### src/rtl/text_console_scroll_writer_assert.svh
// ----------------------------------------------------------------------------
// text_console_scroll_writer assertion macros
// Shared concurrent assertion forms used by the console writer RTL.
// ----------------------------------------------------------------------------
`ifndef TEXT_CONSOLE_SCROLL_WRITER_ASSERT_SVH
`define TEXT_CONSOLE_SCROLL_WRITER_ASSERT_SVH

// Same-cycle implication, disabled during reset.
`define TCSW_ASSERT_IMPLIES(label, clk, rst, ante, cons, msg) \
   label: assert property (@(posedge clk) disable iff (rst) (ante) |-> (cons)) \
      else $error(msg);

// Next-cycle implication, disabled during reset.
`define TCSW_ASSERT_NEXT(label, clk, rst, ante, cons, msg) \
   label: assert property (@(posedge clk) disable iff (rst) (ante) |=> (cons)) \
      else $error(msg);

`endif

### src/rtl/tcsw_pkg.sv
`timescale 1ns / 1ps
// ----------------------------------------------------------------------------
// tcsw_pkg
// Shared constants, types and helpers of the console scroll writer.
// ----------------------------------------------------------------------------
package tcsw_pkg;

   // Screen store geometry
   localparam int MAX_COLS = 128;
   localparam int MAX_ROWS = 64;
   localparam int COL_W    = $clog2(MAX_COLS);      // column index
   localparam int ROW_W    = $clog2(MAX_ROWS);      // row index
   localparam int COLS_W   = $clog2(MAX_COLS + 1);  // screen width 1..MAX_COLS
   localparam int ROWS_W   = $clog2(MAX_ROWS + 1);  // screen height 1..MAX_ROWS
   localparam int DEPTH    = MAX_ROWS * MAX_COLS;
   localparam int ADDR_W   = $clog2(DEPTH);

   // Transaction field widths
   localparam int KIND_W = 2;
   localparam int CHAR_W = 8;
   localparam int RROW_W = 6;
   localparam int RCOL_W = 7;
   localparam int CCOL_W = 7;
   localparam int CROW_W = 6;
   localparam int TOP_W  = 6;

   // One cell: reverse mark above the character byte
   localparam int CELL_W = CHAR_W + 1;

   localparam logic [CHAR_W-1:0] BLANK   = 8'd32;
   localparam logic [CHAR_W-1:0] NEWLINE = 8'd10;
   localparam logic [CELL_W-1:0] CELL_BLANK  = {1'b0, BLANK};
   localparam logic [CELL_W-1:0] CELL_CURSOR = {1'b1, BLANK};

   // Request kinds
   localparam logic [KIND_W-1:0] KIND_BEGIN = 2'd0;
   localparam logic [KIND_W-1:0] KIND_WRITE = 2'd1;
   localparam logic [KIND_W-1:0] KIND_READ  = 2'd2;

   // Classified operations
   localparam int OP_W = 3;
   localparam logic [OP_W-1:0] OP_NOP     = 3'd0;
   localparam logic [OP_W-1:0] OP_BEGIN   = 3'd1;
   localparam logic [OP_W-1:0] OP_CHAR    = 3'd2;
   localparam logic [OP_W-1:0] OP_NEWLINE = 3'd3;
   localparam logic [OP_W-1:0] OP_READ    = 3'd4;

   // Command queue (depth is a power of two)
   localparam int Q_DEPTH = 2;
   localparam int Q_PTR_W = $clog2(Q_DEPTH);
   localparam int Q_CNT_W = $clog2(Q_DEPTH + 1);

   // Control registers
   localparam int CSR_IDX_W  = 1;
   localparam int CSR_DATA_W = 8;
   localparam int CFG_COLS_W = 8;
   localparam int CFG_ROWS_W = 7;
   localparam logic [CSR_IDX_W-1:0] REG_COLS = 1'd0;
   localparam logic [CSR_IDX_W-1:0] REG_ROWS = 1'd1;
   localparam logic [CFG_COLS_W-1:0] COLS_RESET = 8'd80;
   localparam logic [CFG_ROWS_W-1:0] ROWS_RESET = 7'd25;

   typedef struct packed {
      logic [OP_W-1:0]   op;
      logic [CHAR_W-1:0] char_code;
      logic [ADDR_W-1:0] addr;
   } op_type;

   typedef struct packed {
      logic   valid;
      op_type cmd;
   } op_slot_type;

   typedef struct packed {
      logic pop;
      logic clearing;
   } back_stat_type;

   typedef struct packed {
      logic [COLS_W-1:0] w;
      logic [ROWS_W-1:0] h;
   } geo_type;

   function automatic logic [ADDR_W-1:0] cell_addr(input logic [ROW_W-1:0] row,
                                                   input logic [COL_W-1:0] col);
      return ADDR_W'(row) * ADDR_W'(MAX_COLS) + ADDR_W'(col);
   endfunction

endpackage

### src/rtl/tcsw_channels.sv
`timescale 1ns / 1ps
// ----------------------------------------------------------------------------
// tcsw channels
// Request and response valid/ready channels of the console scroll writer.
// ----------------------------------------------------------------------------
interface tcsw_req_if;
   import tcsw_pkg::*;

   logic              valid;
   logic              ready;
   logic [KIND_W-1:0] kind;
   logic [CHAR_W-1:0] char_code;
   logic [RROW_W-1:0] read_row;
   logic [RCOL_W-1:0] read_col;

   modport source (output valid, kind, char_code, read_row, read_col, input ready);
   modport sink   (input valid, kind, char_code, read_row, read_col, output ready);
endinterface


### src/rtl/tcsw_front.sv
`timescale 1ns / 1ps
// ----------------------------------------------------------------------------
// tcsw_front
// Accepts request transactions, classifies them and queues them for the back.
// ----------------------------------------------------------------------------
module tcsw_front (
   input  logic                    clock,
   input  logic                    reset,
   tcsw_req_if.sink                req_chan,
   input  tcsw_pkg::back_stat_type back_stat,
   output tcsw_pkg::op_slot_type   op_slot
);
   import tcsw_pkg::*;

   op_type               ent_ff [Q_DEPTH];
   logic [Q_PTR_W-1:0]   wr_ptr_ff, wr_ptr_in;
   logic [Q_PTR_W-1:0]   rd_ptr_ff, rd_ptr_in;
   logic [Q_CNT_W-1:0]   count_ff, count_in;
   op_type               cmd_new;
   logic                 push;
   logic                 in_store;

   // Classify
   always_comb begin
      in_store = (int'(req_chan.read_row) < MAX_ROWS) && (int'(req_chan.read_col) < MAX_COLS);
      cmd_new.char_code = req_chan.char_code;
      cmd_new.addr      = cell_addr(ROW_W'(req_chan.read_row), COL_W'(req_chan.read_col));
      case (req_chan.kind)
         KIND_BEGIN: cmd_new.op = OP_BEGIN;
         KIND_WRITE: cmd_new.op = (req_chan.char_code == NEWLINE) ? OP_NEWLINE : OP_CHAR;
         KIND_READ:  cmd_new.op = in_store ? OP_READ : OP_NOP;
         default:    cmd_new.op = OP_NOP;
      endcase
   end

   // No intake while the screen store is being cleared
   assign req_chan.ready = (count_ff != Q_CNT_W'(Q_DEPTH)) && !back_stat.clearing;
   assign push           = req_chan.valid && req_chan.ready;

   always_comb begin
      wr_ptr_in = push ? wr_ptr_ff + Q_PTR_W'(1) : wr_ptr_ff;
      rd_ptr_in = back_stat.pop ? rd_ptr_ff + Q_PTR_W'(1) : rd_ptr_ff;
      case ({push, back_stat.pop})
         2'b10:   count_in = count_ff + Q_CNT_W'(1);
         2'b01:   count_in = count_ff - Q_CNT_W'(1);
         default: count_in = count_ff;
      endcase
   end

   always_ff @(posedge clock) begin
      if (reset) begin
         wr_ptr_ff <= '0;
         rd_ptr_ff <= '0;
         count_ff  <= '0;
      end else begin
         wr_ptr_ff <= wr_ptr_in;
         rd_ptr_ff <= rd_ptr_in;
         count_ff  <= count_in;
      end
   end

   always_ff @(posedge clock) begin
      if (push) begin
         ent_ff[wr_ptr_ff] <= cmd_new;
      end
   end

   assign op_slot.valid = (count_ff != '0);
   assign op_slot.cmd   = ent_ff[rd_ptr_ff];

endmodule

### src/flat_wrapper.sv
// flat-port wrapper written by rule: the top's interface ports become plain ports
module tcsw_front_flat import tcsw_pkg::*;
  (clock, reset, back_stat, op_slot, req_chan_valid, req_chan_kind, req_chan_char_code, req_chan_read_row, req_chan_read_col, req_chan_ready);
  tcsw_req_if req_chan_i ();
  input  logic clock;
  input  logic reset;
  input  tcsw_pkg::back_stat_type back_stat;
  output tcsw_pkg::op_slot_type op_slot;
  input wire logic [$bits(req_chan_i.valid)-1:0] req_chan_valid;
  input wire logic [$bits(req_chan_i.kind)-1:0] req_chan_kind;
  input wire logic [$bits(req_chan_i.char_code)-1:0] req_chan_char_code;
  input wire logic [$bits(req_chan_i.read_row)-1:0] req_chan_read_row;
  input wire logic [$bits(req_chan_i.read_col)-1:0] req_chan_read_col;
  output wire logic [$bits(req_chan_i.ready)-1:0] req_chan_ready;
  assign req_chan_i.valid = req_chan_valid;
  assign req_chan_i.kind = req_chan_kind;
  assign req_chan_i.char_code = req_chan_char_code;
  assign req_chan_i.read_row = req_chan_read_row;
  assign req_chan_i.read_col = req_chan_read_col;
  assign req_chan_ready = req_chan_i.ready;
  tcsw_front u_core (.clock(clock), .reset(reset), .req_chan(req_chan_i), .back_stat(back_stat), .op_slot(op_slot));
endmodule
### config.mk
export PLATFORM = sky130hd
export DESIGN_NAME = tcsw_front_flat
export DESIGN_NICKNAME = d
export VERILOG_FILES = /design/src/rtl/text_console_scroll_writer_assert.svh /design/src/rtl/tcsw_pkg.sv /design/src/rtl/tcsw_channels.sv /design/src/rtl/tcsw_front.sv /design/src/flat_wrapper.sv
export SDC_FILE = /design/constraint.sdc
export NUM_CORES = 1
export LEC_CHECK = 0
export ABC_AREA = 0
export BUFFER_PORTS_ARGS = -buffer_cell sky130_fd_sc_hd__buf_4
export CAP_MARGIN = 25
export CORE_MARGIN = 5
export CORE_UTILIZATION = 34
export DETAILED_ROUTE_END_ITERATION = 6
export GPL_TIMING_DRIVEN = 1
export PLACE_DENSITY_LB_ADDON = 0.08
export SLEW_MARGIN = 20
export SYNTH_ARGS = -nofsm -noshare
export SYNTH_HDL_FRONTEND = slang
export SYNTH_SLANG_ARGS = --single-unit
### constraint.sdc
create_clock -name clock -period 4.2 [get_ports clock]
set_input_delay 0.84 -clock clock [delete_from_list [all_inputs] [get_ports clock]]
set_output_delay 0.84 -clock clock [all_outputs]
set_load 0.03 [all_outputs]
==> qor.tcl, run 1 <==
set qor(worst_hold_path.endpoint) {u_core.count_ff[1]$_SDFFE_PP0P_}
set qor(die_height_um) 86.54
set qor(clock_tree.root_cell) {sky130_fd_sc_hd__clkbuf_8}
set qor(antenna_left) 0
set qor(placeableCoreArea_um2) 5608
set qor(netlist.area_leader.share) 0.7236
set qor(first_pass_grt_wire_length_um) 5568
set qor(synth_compound_gate_area_share) 0.01696
set qor(setup_violations) 0
set qor(setup.worst_path.start_class) {register}
set qor(timing.critical_path.to_type) {output pin}
set qor(yosysSeqAreaShare) 0.7739
set qor(post_synth_inst_count) 105
set qor(power_density_nw_per_um2) 438.2
set qor(timing.critical_path.required_ns) 3.36
set qor(post_synth_fa_ha_maj_area_fraction) 0.006281
set qor(cts_buffers) 5
set qor(area_grow_syn2layout_pct) 30.90
set qor(synth.net_count) 134
set qor(post_synth_mux_area_share) 0.1357
set qor(worst_hold_path_type) {reg -> reg}
set qor(min_delay_path_depth) 2
set qor(drive_above_1_share) 0.5455
set qor(total_power_mw) 1.143
set qor(setup_repair_after_global_routing_missed_its_margin) {false}
set qor(post_cts_resized) 0
set qor(hold_violations) 0
set qor(timing.setup.critical_path_class) {reg -> out}
set qor(finalSetupTns_ns) 0
set qor(synth.distinct_cells) 21
set qor(cts_buffer_depth) 2
set qor(floorplan.initialDensity) 0.3552
set qor(clock_pin_slew_worst_setup_and_hold_paths_ns) 0.09
set qor(slew_headroom) 0.4082
set qor(yosys.area_share.simple) 0.04460
set qor(r2r_cells) 3
set qor(floorplan.io_pins) 54
set qor(gp_congestion) 0.7279
set qor(cp.arrival_ns) 1.83
set qor(cts_tree) {yes}
set qor(grtUsageTotal) 0.09801
set qor(largest_net_degree_at_the_start_of_global_routing) 25
set qor(cts_num_sinks) 53
set qor(drcViolationCount) 0
set qor(worst_r2r_endpoint) {u_core.ent_ff[0][20]$_DFFE_PP_}
set qor(synth_edf_count) 48
set qor(worst_ir_drop_vdd_v) 0.0001675
set qor(finalWorstPathRequiredPeriod_ns) 2.667
set qor(nFillCells) 526
set qor(cts_post_setup_buffers_inserted) 0
set qor(clock_skew_ns) 0.004714
set qor(worstSkewPairLatency_ns) 0.29
set qor(max_cap_viol_count) 0
set qor(tightest_slew_ns) 0.8811
set qor(detail_route.wl_per_cell_um) 14.98
set qor(rows) 27
set qor(layout.core_utilization) 0.4650
set qor(routed_wl_um) 3551
set qor(cts_hold_repair.buffers) 0
set qor(reg2reg_start) {u_core.count_ff[0]$_SDFFE_PP0P_}
set qor(drtIter0Drc) 56
set qor(vias_per_cell) 4.612
set qor(antenna_cells_inserted) 0
set qor(synth.most_common_cell) {sky130_fd_sc_hd__edfxtp_1}
set qor(fmax_mhz) 375.0
set qor(slew_violations) 0
set qor(hp-start) {u_core.count_ff[1]$_SDFFE_PP0P_}
set qor(reg2reg_setup_slack_ns) 2.32
set qor(io_buffer_count) 53
set qor(number_of_detailed_routing_iterations_run_before_antenna_repair) 4
set qor(synth.top_cells.by_area) {sky130_fd_sc_hd__edfxtp_1, sky130_fd_sc_hd__mux2_2, sky130_fd_sc_hd__dfxtp_1}
set qor(fin_nets) 193
set qor(synth_largest_area_cell) {sky130_fd_sc_hd__edfxtp_1}
set qor(run_status) {complete, no violations}
set qor(final_min_period_over_clock_period) 0.6349
set qor(post_synth_xor_area_fraction) 0.01319
set qor(initial_antenna_violation_count) 0
set qor(via_count_of_the_first_global_routing_pass) 1199
set qor(detailedPlacementHpwl_um) 2516
set qor(ys_dominant_reg_cell) {sky130_fd_sc_hd__edfxtp_1}
set qor(syn-mean-instance-area_um2) 18.97
set qor(async_flop_share) 0
set qor(worstPathMaxFanout) 14
set qor(grt_overflow) 0
set qor(cts-htree-levels) 2
set qor(leakagePower_nw) 0.9563
set qor(synth_warnings) 0
set qor(yosys-top-cells-count) {sky130_fd_sc_hd__edfxtp_1, sky130_fd_sc_hd__mux2_2, sky130_fd_sc_hd__dfxtp_1}
set qor(postSynthRegisterBits) 53
set qor(vias) 1093
set qor(die_area_um2) 7489
set qor(post_synth_instance_area_um2) 1992
set qor(die_w_um) 86.54
set qor(combinational_family_with_the_most_area_after_synthesis) {multiplexers}
registers in the layout (all words and copies together) (netlist names), named ones only:
register,count
u_core.count_ff,2
u_core.ent_ff,48
u_core.rd_ptr_ff,1
u_core.wr_ptr_ff,1
cell families (layout without fill, tap and decap cells):
group	Yosys count	after routing
compound gates	5	5
xor+xnor	3	3
fa+ha+maj	1	1
buf+inv	4	64
flops	53	53
mux	24	24
simple gates	15	15
how the worst max path moves through the flow:
stage               cells past startpoint          from                            end  slack, ns
floorplan                               1  back_stat[0]  u_core.ent_ff[0][0]$_DFFE_PP_       1.44
global placement                        2      register                    op_slot[23]       1.67
detailed placement                      3  back_stat[0]  u_core.ent_ff[0][2]$_DFFE_PP_       1.72
CTS                                     3      register                    op_slot[23]       1.48
global route                            3      register                    op_slot[23]       1.43
finish                                  3      register                    op_slot[23]       1.53
critical path: stages, from the launching register on:
cell and delay, ns:
sky130_fd_sc_hd__dfxtp_1 0.77, sky130_fd_sc_hd__buf_8 0.23, sky130_fd_sc_hd__mux2_2 0.36, sky130_fd_sc_hd__buf_4 0.17
layer usage:
layer  share of wire  track usage  vias up
met5               0            0        -
met1            0.38       0.1024      535
met4           0.012      0.03116        0
met3           0.059      0.03042        5
li1                -            -      517
met2            0.55       0.1850       36
report_power, final:
part / total [mW] / leakage, nW / internal [mW] / switching, mW
Sequential: 0.618 / 0.482 / 0.604 / 0.0142
Combinational: 0.195 / 0.422 / 0.0884 / 0.107
Clock: 0.329 / 0.0518 / 0.175 / 0.154
Total: 1.14 / 0.956 / 0.868 / 0.275
through the flow:
stage                     hold WS [ns]  cells  instance area [µm²]  worst slack [ns]
final                           0.5105    237                 2608             1.533
after global placement          0.4708    228                 2481             1.670
after detailed placement        0.5011    229                 2497             1.715
after floorplan                 0.4558    105                 1992             1.436
after CTS                       0.5180    237                 2608             1.480
after global routing            0.5538    237                 2608             1.426
final cells by class:
cell class,count,area (µm²),area share
sequential,53,1541,0.5912
multi-input combinational,48,441.7,0.1694
inverter,1,3.754,0.001440
clock inverter,3,41.29,0.01583
clock buffer,5,68.82,0.02639
tap,72,90.09,0.03455
timing repair buffer,55,420.4,0.1612
cells in the final DEF, fill, tap and decap left out, types with 2 or more instances in the layout:
cell / instances
sky130_fd_sc_hd__a21oi_1: 2
sky130_fd_sc_hd__buf_4: 54
sky130_fd_sc_hd__clkbuf_8: 5
sky130_fd_sc_hd__dfxtp_1: 5
sky130_fd_sc_hd__edfxtp_1: 48
sky130_fd_sc_hd__mux2_2: 24
sky130_fd_sc_hd__nand2_1: 2
sky130_fd_sc_hd__nor2_1: 4
sky130_fd_sc_hd__nor2b_1: 3
sky130_fd_sc_hd__xnor2_1: 2
No activity file was read; power rests on OpenSTA's default activity.
==> run 2: changes to the inputs <==
==> constraint.sdc (replaced) <==
create_clock -name clock -period 2.6 [get_ports clock]
set_input_delay 0.52 -clock clock [delete_from_list [all_inputs] [get_ports clock]]
set_output_delay 0.52 -clock clock [all_outputs]
set_load 0.03 [all_outputs]
==> run 2 against run 1 <==
Compared with the run above: hold slack worse by 0.11 ns; setup slack got worse by 0.86 ns; largest cell class unchanged; largest power group unchanged; final area grew 1.0%; via count down 0.82%; register-to-register slack got worse by 1.4 ns; power up 63%.
==> qor.tcl, run 2 (same netlist as run 1, synthesis figures left out) <==
set qor(vias) 1084
set qor(nFillCells) 532
set qor(total_power_mw) 1.866
set qor(worstSkewPairLatency_ns) 0.30
set qor(cp.arrival_ns) 1.40
set qor(final_min_period_over_clock_period) 0.7392
set qor(fmax_mhz) 520.3
set qor(worstPathMaxFanout) 13
set qor(max_cap_viol_count) 0
set qor(finalSetupTns_ns) 0
set qor(slew_violations) 0
set qor(drtIter0Drc) 46
set qor(cts_buffer_depth) 2
set qor(slew_headroom) 0.7799
set qor(largest_net_degree_at_the_start_of_global_routing) 18
set qor(via_count_of_the_first_global_routing_pass) 1220
set qor(drcViolationCount) 0
set qor(timing.setup.critical_path_class) {reg -> out}
set qor(largest-register) {u_core.ent_ff}
set qor(run_status) {complete, no violations}
set qor(cts_buffers) 5
set qor(placement.setup.worst_slack_ns) 0.8307
set qor(post_cts_resized) 0
set qor(first_pass_grt_wire_length_um) 5595
set qor(grt_overflow) 0
set qor(vias_per_cell) 4.498
set qor(power_density_nw_per_um2) 708.5
set qor(worst_hold_path_type) {in -> reg}
set qor(setup_violations) 0
set qor(antenna_cells_inserted) 0
set qor(finalWorstPathRequiredPeriod_ns) 1.922
set qor(hold_violations) 0
set qor(antenna_left) 0
set qor(timing.critical_path.to_type) {output pin}
set qor(gp_congestion) 0.6988
set qor(layout_commonest_cell) {sky130_fd_sc_hd__buf_4}
set qor(setup_repair_after_global_routing_missed_its_margin) {false}
set qor(detail_route.wl_per_cell_um) 15.22
set qor(layout.area.seq_um2) 1541
set qor(area_grow_syn2layout_pct) 32.22
set qor(drive_above_1_share) 0.5562
set qor(grtUsageTotal) 0.09940
set qor(cts_tree) {yes}
set qor(rows) 27
set qor(number_of_detailed_routing_iterations_run_before_antenna_repair) 3
set qor(layout.core_utilization) 0.4697
set qor(cts_hold_repair.buffers) 0
set qor(tightest_slew_ns) 0.3294
set qor(die_height_um) 86.54
set qor(routed_wl_um) 3667
set qor(detailedPlacementHpwl_um) 2594
set qor(die_w_um) 86.54
set qor(fin_nets) 197
set qor(placeableCoreArea_um2) 5608
set qor(setup.worst_path.start_class) {register}
set qor(floorplan.io_pins) 54
set qor(worst_ir_drop_vdd_v) 0.0003177
set qor(reg_top3) {u_core.ent_ff x48, u_core.count_ff x2}
set qor(layout_common_cells) {sky130_fd_sc_hd__buf_4, sky130_fd_sc_hd__edfxtp_1, sky130_fd_sc_hd__mux2_2, sky130_fd_sc_hd__dfxtp_1, sky130_fd_sc_hd__clkbuf_8}
set qor(timing.critical_path.required_ns) 2.08
set qor(die_area_um2) 7489
set qor(io_buffer_count) 53
set qor(cts_post_setup_buffers_inserted) 0
set qor(clock_skew_ns) 0.005118
set qor(clock_tree.root_cell) {sky130_fd_sc_hd__clkbuf_8}
set qor(floorplan.initialDensity) 0.3552
set qor(cts-htree-levels) 2
set qor(leakagePower_nw) 0.9784
set qor(initial_antenna_violation_count) 0
set qor(multi_input_comb_area_um2) 440.4
set qor(clock_pin_slew_worst_setup_and_hold_paths_ns) 0.09
set qor(r2r_cells) 6
set qor(min_delay_path_depth) 1
set qor(final_critical_path_setup_slack_ns) 0.6782
set qor(number_of_flip_flops_in_the_largest_register) 48
set qor(cts_num_sinks) 53
-- run 2: cell types whose count changed in the layout (fill, tap and decap cells not counted) --
cell / previous run / this run
sky130_fd_sc_hd__and3_1: 0 / 1
sky130_fd_sc_hd__and3_2: 1 / 0
sky130_fd_sc_hd__buf_4: 54 / 59
sky130_fd_sc_hd__buf_8: 1 / 0
sky130_fd_sc_hd__clkinv_1: 1 / 0
sky130_fd_sc_hd__clkinv_4: 0 / 1
-- run 2: final timing paths --
check,slack [ns],endpoint,start
min reg2reg,0.52,u_core.rd_ptr_ff$_SDFFE_PP0P_,u_core.rd_ptr_ff$_SDFFE_PP0P_
max,0.68,op_slot[21],register
max reg2reg,0.89,u_core.count_ff[1]$_SDFFE_PP0P_,u_core.count_ff[1]$_SDFFE_PP0P_
min,0.40,u_core.ent_ff[1][3]$_DFFE_PP_,req_chan_read_col[3]
-- run 2: layout make-up --
type | instances | share of cell area
tap | 72 | 0.03420
clock inverter | 3 | 0.01758
timing repair buffer | 59 | 0.1682
clock buffer | 5 | 0.02613
inverter | 1 | 0.001425
multi-input combinational | 48 | 0.1672
sequential | 53 | 0.5853
-- run 2: per-stage QoR --
stage                     hold WS (ns)  cell area [µm²]  instances
final                           0.3982             2634        241
after detailed placement        0.5026             2519        233
after global routing            0.3719             2634        241
after CTS                       0.3866             2634        241
after floorplan                 0.4558             1992        105
after global placement          0.4743             2519        233
-- run 2: routing by layer --
metal	global-route usage	routed length (µm)	up-vias
met5	0	0	-
met4	0.02975	20	0
met3	0.03992	224	2
met2	0.1933	2065	28
met1	0.09385	1357	530
li1	-	-	524
-- run 2: worst max-delay path, stage by stage, from the launching register on --
cell and delay (ns):
sky130_fd_sc_hd__dfxtp_1 0.34, sky130_fd_sc_hd__buf_4 0.22, sky130_fd_sc_hd__mux2_2 0.37, sky130_fd_sc_hd__buf_4 0.17
-- run 2: power by group --
part           leakage (nW)  internal (mW)  switching (mW)
Combinational         0.442          0.145           0.182
Clock                0.0543          0.288           0.260
Sequential            0.482          0.975          0.0151
Total                 0.978           1.41           0.457
==> run 3: changes to the inputs <==
==> constraint.sdc (replaced) <==
create_clock -name clock -period 1.6 [get_ports clock]
set_input_delay 0.32 -clock clock [delete_from_list [all_inputs] [get_ports clock]]
set_output_delay 0.32 -clock clock [all_outputs]
set_load 0.03 [all_outputs]
==> run 3 against run 2 <==
Compared with the run above: the flow now finishes with violations (setup timing); sequential cell count unchanged; utilization increased by 4.8 points; register-to-register slack got worse by 0.79 ns; sequential share of layout area decreased by 5.2 points; sequential power increased by 64%; non-clock buffer count increased by 2; count of clock-buffer cells in the layout increased by 1; critical path depth unchanged; global-route usage increased by 1.3 points; highest routed layer unchanged.
==> qor.tcl, run 3 (same netlist as run 1, synthesis figures left out) <==
set qor(placedCellCount) 233
set qor(routed_wl_um) 3918
set qor(violated_checks) {setup timing}
set qor(run_status) {complete, but fails checks}
set qor(worst_hold_path.endpoint) {u_core.count_ff[0]$_SDFFE_PP0P_}
set qor(floorplan.io_pins) 54
set qor(floorplan.initialDensity) 0.3552
set qor(clock_tree.root_cell) {sky130_fd_sc_hd__clkbuf_8}
set qor(r2r_cells) 6
set qor(reg_top3) {u_core.ent_ff x48, u_core.count_ff x2}
set qor(number_of_detailed_routing_iterations_run_before_antenna_repair) 2
set qor(leakagePower_nw) 1.128
set qor(gp_congestion) 0.6780
set qor(worst_r2r_endpoint) {u_core.count_ff[1]$_SDFFE_PP0P_}
set qor(rows) 27
set qor(timing.setup.critical_path_class) {reg -> out}
set qor(die_height_um) 86.54
set qor(cts_buffer_depth) 2
set qor(layout_common_cells) {sky130_fd_sc_hd__edfxtp_1, sky130_fd_sc_hd__buf_4, sky130_fd_sc_hd__mux2_4, sky130_fd_sc_hd__buf_6, sky130_fd_sc_hd__clkbuf_8}
set qor(finalWorstPathRequiredPeriod_ns) 1.643
set qor(cts-htree-levels) 2
set qor(cts_buffers) 5
set qor(min_delay_path_depth) 2
set qor(cts_num_sinks) 53
set qor(clock_pin_slew_worst_setup_and_hold_paths_ns) 0.09
set qor(finalSetupTns_ns) -0.8091
set qor(final_critical_path_setup_slack_ns) -0.04272
set qor(die_w_um) 86.54
set qor(drtIter0Drc) 44
set qor(cts_hold_repair.buffers) 0
set qor(antenna_left) 0
set qor(drcViolationCount) 0
set qor(hp-start) {reset}
set qor(cts_tree) {yes}
set qor(worst_ir_drop_vdd_v) 0.0006029
set qor(largest_net_degree_at_the_start_of_global_routing) 16
set qor(setup_violations) 24
set qor(number_of_flip_flops_in_the_largest_register) 48
set qor(clock_skew_ns) 0.007369
set qor(fin_nets) 199
set qor(first_pass_grt_wire_length_um) 6182
set qor(hold_violations) 0
set qor(io_buffer_count) 53
set qor(initial_antenna_violation_count) 0
set qor(fmax_mhz) 608.7
set qor(cp.arrival_ns) 1.32
set qor(via_count_of_the_first_global_routing_pass) 1213
set qor(area_grow_syn2layout_pct) 45.60
set qor(timing.critical_path.required_ns) 1.28
set qor(antenna_cells_inserted) 0
set qor(power_density_nw_per_um2) 1088
set qor(setup_repair_after_global_routing_missed_its_margin) {true}
set qor(worstSkewPairLatency_ns) 0.30
set qor(largest-register) {u_core.ent_ff}
set qor(total_power_mw) 3.156
set qor(grt_overflow) 0
set qor(placement.setup.worst_slack_ns) 0.04381
set qor(timing.critical_path.to_type) {output pin}
set qor(layout.area.seq_um2) 1548
set qor(reg2reg_start) {u_core.count_ff[1]$_SDFFE_PP0P_}
set qor(vias_per_cell) 4.580
set qor(max_cap_viol_count) 0
set qor(tightest_slew_ns) 0.2820
set qor(placeableCoreArea_um2) 5608
set qor(layout.cells.non_filler) 243
set qor(vias) 1113
set qor(final_min_period_over_clock_period) 1.027
set qor(layout_commonest_cell) {sky130_fd_sc_hd__edfxtp_1}
set qor(multi_input_comb_area_um2) 546.8
set qor(reg2reg_setup_slack_ns) 0.10
set qor(grtUsageTotal) 0.1122
set qor(detail_route.wl_per_cell_um) 16.12
set qor(nFillCells) 495
set qor(drive_above_1_share) 0.5848
set qor(slew_headroom) 0.8095
set qor(worstPathMaxFanout) 8
set qor(die_area_um2) 7489
set qor(slew_violations) 0
set qor(worst_hold_path_type) {in -> reg}
set qor(setup.worst_path.start_class) {register}
set qor(detailedPlacementHpwl_um) 2748
[run 3: report_power, final]
group          internal [mW]  switching [mW]
Combinational          0.347           0.320
Clock                  0.462           0.403
Sequential              1.59          0.0365
[run 3: routing by layer]
layer	part of all wire	wire length (µm)	vias up	global-route usage
met2	0.53	2076	33	0.1933
met5	0	0	-	0
li1	-	-	533	-
met4	0.011	44	0	0.04249
met1	0.40	1554	543	0.1296
met3	0.062	242	4	0.03612
[run 3: worst max path at each step]
stage	startpoint	endpoint	slack [ns]	cells after the start
after floorplan	u_core.wr_ptr_ff$_SDFFE_PP0P_	u_core.ent_ff[0][0]$_DFFE_PP_	-0.07	1
after global placement	back_stat[0]	u_core.count_ff[1]$_SDFFE_PP0P_	0.11	6
after detailed placement	back_stat[0]	u_core.count_ff[1]$_SDFFE_PP0P_	0.04	6
after CTS	register	op_slot[11]	-0.07	3
after global routing	register	op_slot[23]	-0.09	3
final	register	op_slot[23]	-0.04	3
[run 3: cell type report]
class,count,share of cell area
clock buffers,6,0.02502
clock inverters,2,0.01165
inverters,1,0.001294
multi-input cells,48,0.1885
flip-flops and latches,53,0.5336
well taps,72,0.03106
repair buffers,61,0.2088
[run 3: repair_timing]
| item | 4_1_cts | 5_1_grt |
|---|---|---|
| resized for setup | 53 | 2 |
| endpoints found under the setup margin | 24 | 25 |
| cloned | 1 | 0 |
| setup buffers | 0 | 1 |
[run 3: critical path, stage by stage (launching register included)]
cell	delay, ns
sky130_fd_sc_hd__dfxtp_4	0.42
sky130_fd_sc_hd__buf_12	0.15
sky130_fd_sc_hd__mux2_4	0.31
sky130_fd_sc_hd__buf_6	0.14
[run 3: per-stage QoR]
stage | area [µm²] | utilization | hold WS (ns)
floorplan | 2014 | - | 0.3850
global placement | 2557 | 0.4560 | 0.4765
detailed placement | 2557 | 0.4560 | 0.4948
CTS | 2883 | 0.5141 | 0.1873
global route | 2900 | 0.5172 | 0.1790
finish | 2900 | 0.5172 | 0.1966
